==> config.mk <==
export PLATFORM = sky130hd
export DESIGN_NAME = sha1_byte_stream_hasher
export DESIGN_NICKNAME = d
export VERILOG_FILES = /design/src/rtl/sbh_pkg.sv /design/src/rtl/sbh_ram.sv /design/src/rtl/sbh_front.sv /design/src/rtl/sbh_core.sv /design/src/rtl/sha1_byte_stream_hasher.sv
export SDC_FILE = /design/constraint.sdc
export NUM_CORES = 2
export LEC_CHECK = 0
export BUFFER_PORTS_ARGS = -buffer_cell sky130_fd_sc_hd__buf_4
export CAP_MARGIN = 20
export CORE_MARGIN = 2
export CORE_UTILIZATION = 58
export CTS_CLUSTER_SIZE = 25
export DETAILED_ROUTE_END_ITERATION = 8
export PLACE_DENSITY = 0.73
export RECOVER_POWER = 50
export SLEW_MARGIN = 40
export SYNTH_ARGS = -nofsm -noshare
export SYNTH_HDL_FRONTEND = slang
export SYNTH_SLANG_ARGS = --single-unit
==> constraint.sdc <==
create_clock -name clk_i -period 24.2 [get_ports clk_i]
set_input_delay 3.63 -clock clk_i [delete_from_list [all_inputs] [get_ports clk_i]]
set_output_delay 3.63 -clock clk_i [all_outputs]
set_load 0.02 [all_outputs]
==> src/rtl/sbh_pkg.sv <==
// Shared types, constants and round functions of the SHA-1 byte stream hasher.
package sbh_pkg;

  typedef enum logic [1:0] {
    OP_ABSORB  = 2'd0,
    OP_DIGEST  = 2'd1,
    OP_RESTART = 2'd2
  } op_e;

  typedef struct packed {
    op_e        op;
    logic [7:0] data;
  } cmd_t;

  localparam int unsigned NumHashWords = 5;
  localparam int unsigned NumRounds    = 80;
  localparam int unsigned BlockWords   = 16;
  localparam logic [2:0]  LastWordIdx  = 3'd4;

  localparam logic [31:0] InitHash [NumHashWords] = '{
    32'h67452301, 32'hEFCDAB89, 32'h98BADCFE, 32'h10325476, 32'hC3D2E1F0
  };

  function automatic logic [31:0] rotl1(input logic [31:0] x);
    return {x[30:0], x[31]};
  endfunction

  function automatic logic [31:0] rotl5(input logic [31:0] x);
    return {x[26:0], x[31:27]};
  endfunction

  function automatic logic [31:0] rotl30(input logic [31:0] x);
    return {x[1:0], x[31:2]};
  endfunction

  function automatic logic [31:0] round_k(input logic [6:0] rnd);
    logic [31:0] k;
    if (rnd < 7'd20) begin
      k = 32'h5A827999;
    end else if (rnd < 7'd40) begin
      k = 32'h6ED9EBA1;
    end else if (rnd < 7'd60) begin
      k = 32'h8F1BBCDC;
    end else begin
      k = 32'hCA62C1D6;
    end
    return k;
  endfunction

  function automatic logic [31:0] round_f(input logic [6:0] rnd, input logic [31:0] b,
                                          input logic [31:0] c, input logic [31:0] d);
    logic [31:0] f;
    if (rnd < 7'd20) begin
      f = (b & c) | (~b & d);
    end else if (rnd >= 7'd40 && rnd < 7'd60) begin
      f = (b & c) | (b & d) | (c & d);
    end else begin
      f = b ^ c ^ d;
    end
    return f;
  endfunction

endpackage

==> src/rtl/sbh_ram.sv <==
// Generic single-write, single-read RAM with registered read data.
module sbh_ram #(
  parameter int unsigned Width = 32,
  parameter int unsigned Depth = 16
) (
  input  logic                     clk_i,
  input  logic                     we_i,
  input  logic [$clog2(Depth)-1:0] waddr_i,
  input  logic [Width-1:0]         wdata_i,
  input  logic [$clog2(Depth)-1:0] raddr_i,
  output logic [Width-1:0]         rdata_o
);

  logic [Width-1:0] mem_q [Depth];
  logic [Width-1:0] rdata_q;

  always_ff @(posedge clk_i) begin
    if (we_i) begin
      mem_q[waddr_i] <= wdata_i;
    end
    rdata_q <= mem_q[raddr_i];
  end

  assign rdata_o = rdata_q;

endmodule

==> src/rtl/sbh_front.sv <==
// Input side: accept words, drop unused op codes, queue commands for the engine.
module sbh_front (
  input  logic                clk_i,
  input  logic                rst_ni,
  input  logic                s_valid_i,
  output logic                s_ready_o,
  input  logic [1:0]          s_op_i,
  input  logic [7:0]          s_data_i,
  output logic                cmd_valid_o,
  input  logic                cmd_ready_i,
  output sbh_pkg::cmd_t       cmd_o
);
  import sbh_pkg::*;

  cmd_t       mem_q [2];
  logic       wr_ptr_q, wr_ptr_d;
  logic       rd_ptr_q, rd_ptr_d;
  logic [1:0] cnt_q, cnt_d;
  logic       push, pop, known_op;

  assign s_ready_o   = (cnt_q != 2'd2);
  assign known_op    = (s_op_i == OP_ABSORB) || (s_op_i == OP_DIGEST) ||
                       (s_op_i == OP_RESTART);
  assign push        = s_valid_i && s_ready_o && known_op;
  assign cmd_valid_o = (cnt_q != 2'd0);
  assign pop         = cmd_valid_o && cmd_ready_i;
  assign cmd_o       = mem_q[rd_ptr_q];

  always_comb begin
    wr_ptr_d = push ? ~wr_ptr_q : wr_ptr_q;
    rd_ptr_d = pop ? ~rd_ptr_q : rd_ptr_q;
    cnt_d    = cnt_q + {1'b0, push} - {1'b0, pop};
  end

  always_ff @(posedge clk_i or negedge rst_ni) begin
    if (!rst_ni) begin
      wr_ptr_q <= 1'b0;
      rd_ptr_q <= 1'b0;
      cnt_q    <= 2'd0;
    end else begin
      wr_ptr_q <= wr_ptr_d;
      rd_ptr_q <= rd_ptr_d;
      cnt_q    <= cnt_d;
    end
  end

  always_ff @(posedge clk_i) begin
    if (push) begin
      mem_q[wr_ptr_q] <= '{op: op_e'(s_op_i), data: s_data_i};
    end
  end

endmodule

==> src/rtl/sbh_core.sv <==
// Hash engine: byte packing, block store, 80-round compression and digest output.
module sbh_core (
  input  logic                clk_i,
  input  logic                rst_ni,
  input  logic                cmd_valid_i,
  output logic                cmd_ready_o,
  input  sbh_pkg::cmd_t       cmd_i,
  output logic                out_valid_o,
  input  logic                out_ready_i,
  output logic [31:0]         out_word_o,
  output logic [2:0]          out_idx_o,
  output logic                out_too_long_o
);
  import sbh_pkg::*;

  typedef enum logic [2:0] {
    ST_IDLE, ST_LOAD, ST_ROUND, ST_FIN, ST_EMIT
  } state_e;

  typedef enum logic [1:0] {
    LK_FULL, LK_PAD, LK_LEN
  } load_e;

  state_e      state_q, state_d;
  load_e       kind_q, kind_d;
  logic [5:0]  fill_q, fill_d;
  logic [63:0] bitlen_q, bitlen_d;
  logic        ovf_q, ovf_d;
  logic        dig_q, dig_d;
  logic        two_q, two_d;
  logic [6:0]  cnt_q, cnt_d;
  logic        out_valid_q, out_valid_d;
  logic [2:0]  out_idx_q, out_idx_d;
  logic [31:0] out_word_q, out_word_d;
  logic [31:0] h_q [NumHashWords];
  logic [31:0] h_d [NumHashWords];
  logic [31:0] dh_q [NumHashWords];
  logic [31:0] dh_d [NumHashWords];
  logic [31:0] v_q [NumHashWords];
  logic [31:0] v_d [NumHashWords];
  logic [31:0] sum [NumHashWords];
  logic [31:0] w_q [BlockWords];
  logic [31:0] w_d [BlockWords];
  logic [31:0] stage_q, stage_d;

  logic        ram_we;
  logic [3:0]  ram_waddr;
  logic [31:0] ram_wdata;
  logic [31:0] ram_rdata;
  logic [3:0]  ld_idx;
  logic [31:0] ld_word, pad_word, t_val;
  logic [63:0] bitlen_inc;
  logic        take;

  sbh_ram #(.Width(32), .Depth(BlockWords)) u_ram (
    .clk_i   (clk_i),
    .we_i    (ram_we),
    .waddr_i (ram_waddr),
    .wdata_i (ram_wdata),
    .raddr_i (cnt_q[3:0]),
    .rdata_o (ram_rdata)
  );

  assign cmd_ready_o = (state_q == ST_IDLE);
  assign take        = cmd_valid_i && cmd_ready_o;
  assign ram_we      = take && (cmd_i.op == OP_ABSORB) && !ovf_q && (fill_q[1:0] == 2'd3);
  assign ram_waddr   = fill_q[5:2];
  assign ram_wdata   = {stage_q[31:8], cmd_i.data};
  assign bitlen_inc  = bitlen_q + 64'd8;
  assign ld_idx      = cnt_q[3:0] - 4'd1;

  // Word of the partial block with the 0x80 marker after the last byte.
  always_comb begin
    case (fill_q[1:0])
      2'd0:    pad_word = 32'h8000_0000;
      2'd1:    pad_word = {stage_q[31:24], 24'h80_0000};
      2'd2:    pad_word = {stage_q[31:16], 16'h8000};
      default: pad_word = {stage_q[31:8], 8'h80};
    endcase
  end

  always_comb begin
    ld_word = 32'd0;
    case (kind_q)
      LK_FULL: ld_word = ram_rdata;
      LK_PAD: begin
        if (ld_idx < fill_q[5:2]) begin
          ld_word = ram_rdata;
        end else if (ld_idx == fill_q[5:2]) begin
          ld_word = pad_word;
        end else if (!two_q && ld_idx == 4'd14) begin
          ld_word = bitlen_q[63:32];
        end else if (!two_q && ld_idx == 4'd15) begin
          ld_word = bitlen_q[31:0];
        end
      end
      LK_LEN: begin
        if (ld_idx == 4'd14) begin
          ld_word = bitlen_q[63:32];
        end else if (ld_idx == 4'd15) begin
          ld_word = bitlen_q[31:0];
        end
      end
      default: ld_word = 32'd0;
    endcase
  end

  assign t_val = rotl5(v_q[0]) + round_f(cnt_q, v_q[1], v_q[2], v_q[3]) + v_q[4] +
                 w_q[0] + round_k(cnt_q);

  always_comb begin
    for (int i = 0; i < NumHashWords; i++) begin
      sum[i] = dh_q[i] + v_q[i];
    end
  end

  always_comb begin
    state_d     = state_q;
    kind_d      = kind_q;
    fill_d      = fill_q;
    bitlen_d    = bitlen_q;
    ovf_d       = ovf_q;
    dig_d       = dig_q;
    two_d       = two_q;
    cnt_d       = cnt_q;
    out_valid_d = out_valid_q;
    out_idx_d   = out_idx_q;
    out_word_d  = out_word_q;
    h_d         = h_q;
    dh_d        = dh_q;
    v_d         = v_q;
    w_d         = w_q;
    stage_d     = stage_q;

    case (state_q)
      ST_IDLE: begin
        if (take) begin
          case (cmd_i.op)
            OP_ABSORB: begin
              if (!ovf_q) begin
                case (fill_q[1:0])
                  2'd0:    stage_d[31:24] = cmd_i.data;
                  2'd1:    stage_d[23:16] = cmd_i.data;
                  2'd2:    stage_d[15:8]  = cmd_i.data;
                  default: stage_d[7:0]   = cmd_i.data;
                endcase
                fill_d   = fill_q + 6'd1;
                bitlen_d = bitlen_inc;
                if (bitlen_inc == 64'd0) begin
                  ovf_d = 1'b1;
                end
                // Block full: fold it into the running hash.
                if (fill_q == 6'd63) begin
                  dh_d    = h_q;
                  dig_d   = 1'b0;
                  kind_d  = LK_FULL;
                  cnt_d   = 7'd0;
                  state_d = ST_LOAD;
                end
              end
            end
            OP_DIGEST: begin
              dh_d    = h_q;
              dig_d   = 1'b1;
              two_d   = (fill_q >= 6'd56);
              kind_d  = LK_PAD;
              cnt_d   = 7'd0;
              state_d = ST_LOAD;
            end
            OP_RESTART: begin
              h_d      = InitHash;
              fill_d   = 6'd0;
              bitlen_d = 64'd0;
              ovf_d    = 1'b0;
            end
            default: ;
          endcase
        end
      end
      ST_LOAD: begin
        if (cnt_q != 7'd0) begin
          for (int i = 0; i < BlockWords - 1; i++) begin
            w_d[i] = w_q[i+1];
          end
          w_d[BlockWords-1] = ld_word;
        end
        if (cnt_q == 7'd16) begin
          v_d     = dh_q;
          cnt_d   = 7'd0;
          state_d = ST_ROUND;
        end else begin
          cnt_d = cnt_q + 7'd1;
        end
      end
      ST_ROUND: begin
        v_d[0] = t_val;
        v_d[1] = v_q[0];
        v_d[2] = rotl30(v_q[1]);
        v_d[3] = v_q[2];
        v_d[4] = v_q[3];
        for (int i = 0; i < BlockWords - 1; i++) begin
          w_d[i] = w_q[i+1];
        end
        w_d[BlockWords-1] = rotl1(w_q[13] ^ w_q[8] ^ w_q[2] ^ w_q[0]);
        if (cnt_q == 7'(NumRounds - 1)) begin
          state_d = ST_FIN;
        end else begin
          cnt_d = cnt_q + 7'd1;
        end
      end
      ST_FIN: begin
        dh_d  = sum;
        cnt_d = 7'd0;
        if (!dig_q) begin
          h_d     = sum;
          state_d = ST_IDLE;
        end else if (two_q) begin
          two_d   = 1'b0;
          kind_d  = LK_LEN;
          state_d = ST_LOAD;
        end else begin
          out_valid_d = 1'b1;
          out_idx_d   = 3'd0;
          out_word_d  = sum[0];
          state_d     = ST_EMIT;
        end
      end
      ST_EMIT: begin
        if (out_ready_i) begin
          if (out_idx_q == LastWordIdx) begin
            out_valid_d = 1'b0;
            state_d     = ST_IDLE;
          end else begin
            out_idx_d  = out_idx_q + 3'd1;
            out_word_d = dh_q[out_idx_q + 3'd1];
          end
        end
      end
      default: state_d = ST_IDLE;
    endcase
  end

  always_ff @(posedge clk_i or negedge rst_ni) begin
    if (!rst_ni) begin
      state_q     <= ST_IDLE;
      kind_q      <= LK_FULL;
      fill_q      <= 6'd0;
      bitlen_q    <= 64'd0;
      ovf_q       <= 1'b0;
      dig_q       <= 1'b0;
      two_q       <= 1'b0;
      cnt_q       <= 7'd0;
      out_valid_q <= 1'b0;
      out_idx_q   <= 3'd0;
      h_q         <= InitHash;
    end else begin
      state_q     <= state_d;
      kind_q      <= kind_d;
      fill_q      <= fill_d;
      bitlen_q    <= bitlen_d;
      ovf_q       <= ovf_d;
      dig_q       <= dig_d;
      two_q       <= two_d;
      cnt_q       <= cnt_d;
      out_valid_q <= out_valid_d;
      out_idx_q   <= out_idx_d;
      h_q         <= h_d;
    end
  end

  always_ff @(posedge clk_i) begin
    out_word_q <= out_word_d;
    dh_q       <= dh_d;
    v_q        <= v_d;
    w_q        <= w_d;
    stage_q    <= stage_d;
  end

  assign out_valid_o    = out_valid_q;
  assign out_word_o     = out_word_q;
  assign out_idx_o      = out_idx_q;
  assign out_too_long_o = ovf_q;

endmodule

==> src/rtl/sha1_byte_stream_hasher.sv <==
// Top level of the SHA-1 byte stream hasher: command queue plus hash engine.
// Each input word carries an op in tuser (absorb, digest, restart) and a message byte in
// tdata. A two-entry queue decouples the input from the engine. Every 64th absorbed byte
// also starts a compression (reading the sixteen block words from the block RAM, 80 rounds
// of one round per cycle on a single round unit, adding into the hash); the engine takes no
// command while it runs, so further words wait in the queue. A digest pads a copy of the
// state and runs one compression, or two when 56 or more bytes sit in the partial block,
// then sends five result words (word 0 first) and leaves the running hash as it was. A
// restart reloads the initial hash. Unused op code 3 is dropped at the input. After the
// 64-bit bit count wraps, further bytes are ignored until restart and every digest word
// carries the too_long flag.
module sha1_byte_stream_hasher (
  input  logic        clk_i,
  input  logic        rst_ni,
  input  logic        s_axis_tvalid_i,
  output logic        s_axis_tready_o,
  input  logic [7:0]  s_axis_tdata_i,   // [7:0] data_byte
  input  logic [1:0]  s_axis_tuser_i,   // [1:0] op
  output logic        m_axis_tvalid_o,
  input  logic        m_axis_tready_i,
  output logic [39:0] m_axis_tdata_o,   // [31:0] digest_word, [34:32] word_index, zero fill
  output logic        m_axis_tlast_o,   // last_word
  output logic        m_axis_tuser_o    // too_long
);
  import sbh_pkg::*;

  cmd_t        cmd;
  logic        cmd_valid, cmd_ready;
  logic [31:0] out_word;
  logic [2:0]  out_idx;

  sbh_front u_front (
    .clk_i       (clk_i),
    .rst_ni      (rst_ni),
    .s_valid_i   (s_axis_tvalid_i),
    .s_ready_o   (s_axis_tready_o),
    .s_op_i      (s_axis_tuser_i),
    .s_data_i    (s_axis_tdata_i),
    .cmd_valid_o (cmd_valid),
    .cmd_ready_i (cmd_ready),
    .cmd_o       (cmd)
  );

  sbh_core u_core (
    .clk_i          (clk_i),
    .rst_ni         (rst_ni),
    .cmd_valid_i    (cmd_valid),
    .cmd_ready_o    (cmd_ready),
    .cmd_i          (cmd),
    .out_valid_o    (m_axis_tvalid_o),
    .out_ready_i    (m_axis_tready_i),
    .out_word_o     (out_word),
    .out_idx_o      (out_idx),
    .out_too_long_o (m_axis_tuser_o)
  );

  // Pack result fields; flag the final word of the digest.
  assign m_axis_tdata_o = {5'd0, out_idx, out_word};
  assign m_axis_tlast_o = (out_idx == LastWordIdx);

endmodule

---- Word level (Yosys, flattened, before mapping) ----
Memories as Yosys holds them, arrays and structs flattened. A register that Yosys moved wholly into a read port is not among the register bits.
Index checks and enable logic that the tools add are counted.
operators by class
  add/subtract/negate cells ............... 16
  $lt $le $gt $ge ......................... 7
  equality and inequality tests ........... 40
  mux-type cells .......................... 87
  bitwise operators ....................... 17
  reduce and logical (&&, ||, !) cells .... 43
operators by type and width
  operator                                       count
  one-hot mux 160 bit (2 select lines)           4
  two-way mux 160 bit                            7
  one-hot mux 512 bit (2 select lines)           1
  two-way mux 32 bit                             16
  two-way mux 512 bit                            1
  adder 32 bit                                   9
  one-hot mux 32 bit (3 select lines)            2
  bitwise XOR 32 bit                             5
  bitwise AND 32 bit                             4
  one-hot mux 64 bit (2 select lines)            1
  binary-select mux 32 bit (select 3 bit)        1
  OR 32 bit                                      3
  adder 64 x 4 -> 64 bit, second input constant  1
  zero test 64 bit                               1
  two-way mux 64 bit                             1
  one-hot mux 32 bit (2 select lines)            1
  two-way mux 3 bit                              13
  two-way mux 7 bit                              5
  AND reduction 5 bit                            7
  NOT 32 bit                                     1
  two-way mux 31 bit                             1
  one-hot mux 7 bit (4 select lines)             1
  != test 2 bit, second input constant           12
  two-way mux 1 bit                              15
  48 further kinds                               97
storage, ports and cells
  flip-flop bits (word level) ............. 1141
  memory bits (writable) .................. 532
  bits of input ports ..................... 14
  word-level logic and storage cells ...... 260
  memories ................................ 2
memories
  memory              depth  bits a word  rd ports  clocked after Yosys merged registers in  write ports  line             text
  u_core.u_ram.mem_q  16     32           1         1                                        1            sbh_ram.sv:14    logic [Width-1:0] mem_q [Depth];
  u_front.mem_q       2      10           1         0                                        1            sbh_front.sv:15  cmd_t mem_q [2];

---- Logic depth before layout (Yosys ltp) ----
  depth in word-level cells ............... 10
  gate-level depth with buffers ........... 26
  depth with buffers taken out ............ 25

---- Cells and area by module ----
From an unflattened synthesis, not the netlist that was laid out.
unflattened totals
  cell total of the unflattened synthesis .. 6015
  area total of the unflattened synthesis .. 79140.9 µm²
modules (own cells, without submodules)
  module                   instances  cells an instance  area each (µm²)  sequential area each (µm²)
  sbh_core                 1          5115               58282.1          32921.6
  sbh_ram                  1          838                19835.3          16015.4
  sbh_front                1          55                 969.7            700.7
  sha1_byte_stream_hasher  1          7                  53.8             0.0

---- Least setup slack after synthesis ----
No wires, ideal clock.
  path kind ............................... register to register
  from .................................... register u_core.cnt_q[1]
  to ...................................... register u_core.w_q[0] in the netlist's numbering (enable)
  setup time .............................. 1.398 ns
  arrival time ............................ 22.797 ns
  data required time ...................... 22.802 ns
  setup slack ............................. 0.005 ns
  cell stages (with the launch flop) ...... 9
  period minus slack after synthesis ...... 24.195 ns
  path through ............................ dfrtp_1 > clkbuf_1 > clkbuf_1 > clkbuf_1 > inv_1 > ha_1 > nand4b_1 > a21oi_1 > nor2_1
between the ends
  cells in the longest elaborated chain, start to end .. 3
ends and longest elaborated chain
  what                              line             text
  start: declaration                sbh_core.sv:31   logic [6:0] cnt_q, cnt_d;
  start signal: assignment          sbh_core.sv:264  cnt_q <= cnt_d;
  nonzero test 7 bit                sbh_core.sv:181  if (cnt_q != 7'd0) begin
  != test 2 x 1 -> 1 bit (no line)  --
  AND reduction 2 bit (no line)     --
  end signal: assignment            sbh_core.sv:275  w_q <= w_d;
  end: declaration                  sbh_core.sv:42   logic [31:0] w_q [BlockWords];
No other way between the ends.
A chain may end at the register's enable or synchronous reset.

---- Worst setup path after layout ----
  from .................................... register u_core.cnt_q[0]
  to ...................................... register u_core.v_q[27] in the netlist's numbering (enable)
between the ends
  cells in the longest elaborated chain, start to end .. 3
ends and longest elaborated chain
  what                              line             text
  == test 7 x 5 -> 1 bit            sbh_core.sv:187  if (cnt_q == 7'd16) begin
  != test 2 x 1 -> 1 bit (no line)  --
  AND reduction 2 bit (no line)     --
  end signal: assignment            sbh_core.sv:274  v_q <= v_d;
  end: declaration                  sbh_core.sv:39   logic [31:0] v_q [NumHashWords];
No other way between the ends.

==> results.toml <==
[die]
initial_core_util_pct = 58.30
placementRows = 135
io_pins = 58
core_um2 = 135300
die_y_um = 372.8
die_x_um = 372.8
fp.dieArea_um2 = 139000

[cells_and_area]
drive_gt1_share_pct = 11.89
syn_to_final_growth_pct = 10.44
nets = 6313
regArea_um2 = 49650
fillers = 9601
multiInputGateArea_um2 = 27590
design_area_um2 = 87120
stdcell_count = 7862

[global_routing]
antenna_found_initial = 5
grt_max_degree = 178
gr-total-overflow = 0
first_global_vias = 48389
grt_usage_pct = 30.03
grt_pass1_wl_um = 310300

[power_and_ir_drop]
power_density_nw_per_um2 = 133.7
combPwrFrac_pct = 36.5
p_seq_share_pct = 40.1
peakVddDrop_mv = 0.1090
p_switching_mw = 4.136
leakage_nw = 32.12
internal_power_mw = 7.514
clock_power_share_pct = 23.4
p_sw_share_pct = 35.50

[logic_synthesis]
syn-cell-area_um2 = 78880
ys_seq_elements = 1702
synth-seq-area-share_pct = 62.93
synth-edff-count = 1420
ys_types = 104
synth_ff_type = "edfxtp_1"
synth_cells = 5902
syn_area_per_cell_um2 = 13.37
ys_warn_count = 0
async_flop_share_pct = 14.69

[cts]
cts-resized-gates = 0
cts_setup_buffers = 0
numCtsBuffers = 169
clk_pin_slew_ns = 0.06
cts_tree = "built"
clkLatencyLatePin_ns = 0.81
cts_sinks = 1702
htree_levels = 4
holdBufCountCts = 0
clock_path_buffers = 3
clock-root-buffer = "clkbuf_16"

[worst_setup_path]
critPathLaunch = "u_core.cnt_q[0]"
cp.arrival_ns = 10.28
r2r_slack_ns = 14.18
timing.rr.start = "u_core.cnt_q[0]"
cp-start-kind = "flip-flop"
endpoint = "u_core.v_q[27]"
r2r_cells = 7
cp_max_fo = 84
required_ns = 24.46
rr_endpoint = "u_core.v_q[27]"
path_class = "flip-flop to flip-flop"
worst_setup_path_end_kind = "flip-flop"

[run_status]
violations = "capacitance limit, slew limit"
outcome = "complete, but fails checks"

[placed_design]
hpwl_um = 135900
gp_congestion = 0.9769
dp_slack_ns = 15.61
portBuffers = 52
place_inst = 7546
placed_area_um2 = 81570

[sta]
finalSetupViolations = 0
slew_viol_final = 1601
hold_violations = 0
relSlewSlack_pct = -460.7
worst_clock_skew_ns = 0.05016
rsz0062_at_grt = "no"
fmax_mhz = 99.81
layout_setup_ws_ns = 14.18
timing.setup.tns_ns = 0
finalCritPeriodShare_pct = 41.40
finalWorstPathRequiredPeriod_ns = 10.02
worstMarginPinSlew_ns = 8.410

[hold_path]
min_path_type = "flip-flop to flip-flop"

[detailed_routing]
drtPass1Iterations = 6
via_per_inst = 6.388
avgRoutedWirePerCell_um = 26.67
drt-initial-drc-count = 5968
drcViolationCount = 0
routed_wirelength_um = 209700
vias = 50226
ant_nets = 0

[run]
cap_viol_max_count = 27
==> state kept, by name, indices dropped and copies added (netlist names), 3 cells and up <==
signal / flops
u_core.bitlen_q: 61
u_core.out_word_o: 32
u_core.u_ram.mem_q: 512
u_core.state_q: 3
u_core.h_q: 160
u_core.dh_q: 160
u_core.fill_q: 6
u_core.v_q: 160
u_core.w_q: 512
u_core.stage_q: 24
u_core.out_idx_o: 3
u_core.u_ram.rdata_o: 32
u_front.mem_q: 20
u_core.cnt_q: 7
==> cell usage in the layout (no fill, tap or decap), types with 36 or more instances in the layout <==
cell type / netlist / routed
edfxtp_1: 1420 / 1420
nand2_1: 964 / 961
o21ai_0: 392 / 393
nor2_1: 271 / 253
a21oi_1: 249 / 247
ha_1: 237 / 236
inv_1: 220 / 220
xnor2_1: 204 / 203
mux4_2: 192 / 192
clkbuf_16: 0 / 171
dfrtp_1: 170 / 166
fa_1: 124 / 124
xor2_1: 83 / 83
dfstp_2: 80 / 80
nand3_1: 79 / 79
buf_4: 7 / 79
a21o_1: 76 / 76
nor3_1: 74 / 70
clkbuf_1: 210 / 69
a31oi_1: 63 / 62
o31ai_1: 56 / 55
nor2b_1: 46 / 44
o22ai_1: 39 / 39
nand4_1: 38 / 38
a221oi_1: 36 / 36
==> worst max-delay path, stage by stage, from the launching register on <==
cell	delay (ns)
dfrtp_1	0.92
inv_1	0.27
ha_1	0.34
and4_1	0.27
a21oi_1	0.13
nor2_4	0.09
clkbuf_1	3.29
clkbuf_1	3.98
==> per-layer routing <==
layer  track usage [%]  routed length [um]
met3             6.387               21060
met4             12.57                9574
met2             45.51               94670
met5                 0                   0
met1             42.60               84370
==> layout make-up <==
| class | count | share of cell area (%) |
|---|---|---|
| tap | 1781 | 2.558 |
| sequential | 1702 | 56.99 |
| clock inverter | 91 | 1.380 |
| clock buffer | 222 | 5.269 |
| inverter | 222 | 0.9565 |
| antenna | 1 | 0.002872 |
| timing repair buffer | 134 | 1.175 |
| multi-input combinational | 3709 | 31.67 |
==> Yosys cell counts, types with 11 or more instances <==
cell type  count  area share [%]
clkbuf_1     210             1.0
fa_1         124             3.1
o21a_1        35            0.33
a21oi_1      249             1.6
mux4_2       192             5.5
o211ai_1      12            0.11
buf_1         41            0.20
dfxtp_1       32            0.81
o21bai_1      31            0.30
and4_1        12            0.13
o31ai_1       56            0.53
and3_1        32            0.25
xnor2_1      204             2.3
dfstp_2       80             2.7
nand4_1       38            0.30
a31oi_1       63            0.50
o21ai_1       13           0.082
a21o_1        76            0.72
a221oi_1      36            0.40
mux2i_1       13            0.16
nand2b_1      29            0.23
dfrtp_1      170             5.4
xor2_1        83            0.92
a22o_1        28            0.31
o21ai_0      392             2.5
a222oi_1      22            0.28
nor3_1        74            0.47
a211oi_1      35            0.33
o22ai_1       39            0.31
mux2_2        18            0.26
nor2_1       271             1.3
buf_2         11           0.070
and2_1        18            0.14
inv_1        220             1.0
nand2_1      964             4.6
nor2b_1       46            0.36
edfxtp_1    1420              54
ha_1         237             3.8
nand3_1       79            0.50
or3_1         16            0.13
==> power by group through the flow <==
stage / Combinational (mW) / Clock (mW) / Sequential [mW]
2_1_floorplan: 3.01 / 0 / 4.89
3_3_place_gp: 4.04 / 0 / 4.67
3_5_place_dp: 4.18 / 0 / 4.66
4_1_cts: 4.23 / 2.76 / 4.62
5_1_grt: 4.66 / 2.87 / 4.73
6_report: 4.25 / 2.73 / 4.67
==> metrics by stage <==
stage	util [%]	hold WS, ns	power, mW
finish	64.39	0.3921	11.65
floorplan	-	0.4003	7.904
global route	64.39	0.3955	12.26
CTS	64.57	0.3909	11.61
global placement	60.07	0.4005	8.705
detailed placement	60.29	0.4045	8.843
==> cells by family (layout without fill, tap and decap cells) <==
family          Yosys count  in the layout  synth area share (%)
other cells               1              6              0.004754
mux                     225            225                 5.940
fa+ha+maj               361            361                 6.906
simple gates           1636           1636                 9.028
xor+xnor                287            287                 3.187
compound gates         1195           1195                 9.580
flops                  1702           1702                 62.93
buf+inv                 495            669                 2.428
==> how the worst min path moves through the flow <==
stage	from	to	slack (ns)	cells past startpoint
after CTS	u_core.w_q[22]	u_core.w_q[54]	0.39	0
final	u_core.w_q[334]	u_core.w_q[366]	0.39	0
after detailed placement	u_core.w_q[97]	u_core.w_q[129]	0.40	0
after global placement	u_core.w_q[26]	u_core.w_q[58]	0.40	0
after floorplan	u_core.w_q[96]	u_core.w_q[128]	0.40	0
after global routing	u_core.w_q[401]	u_core.w_q[433]	0.40	0
Power figures use the tool's default switching activity.
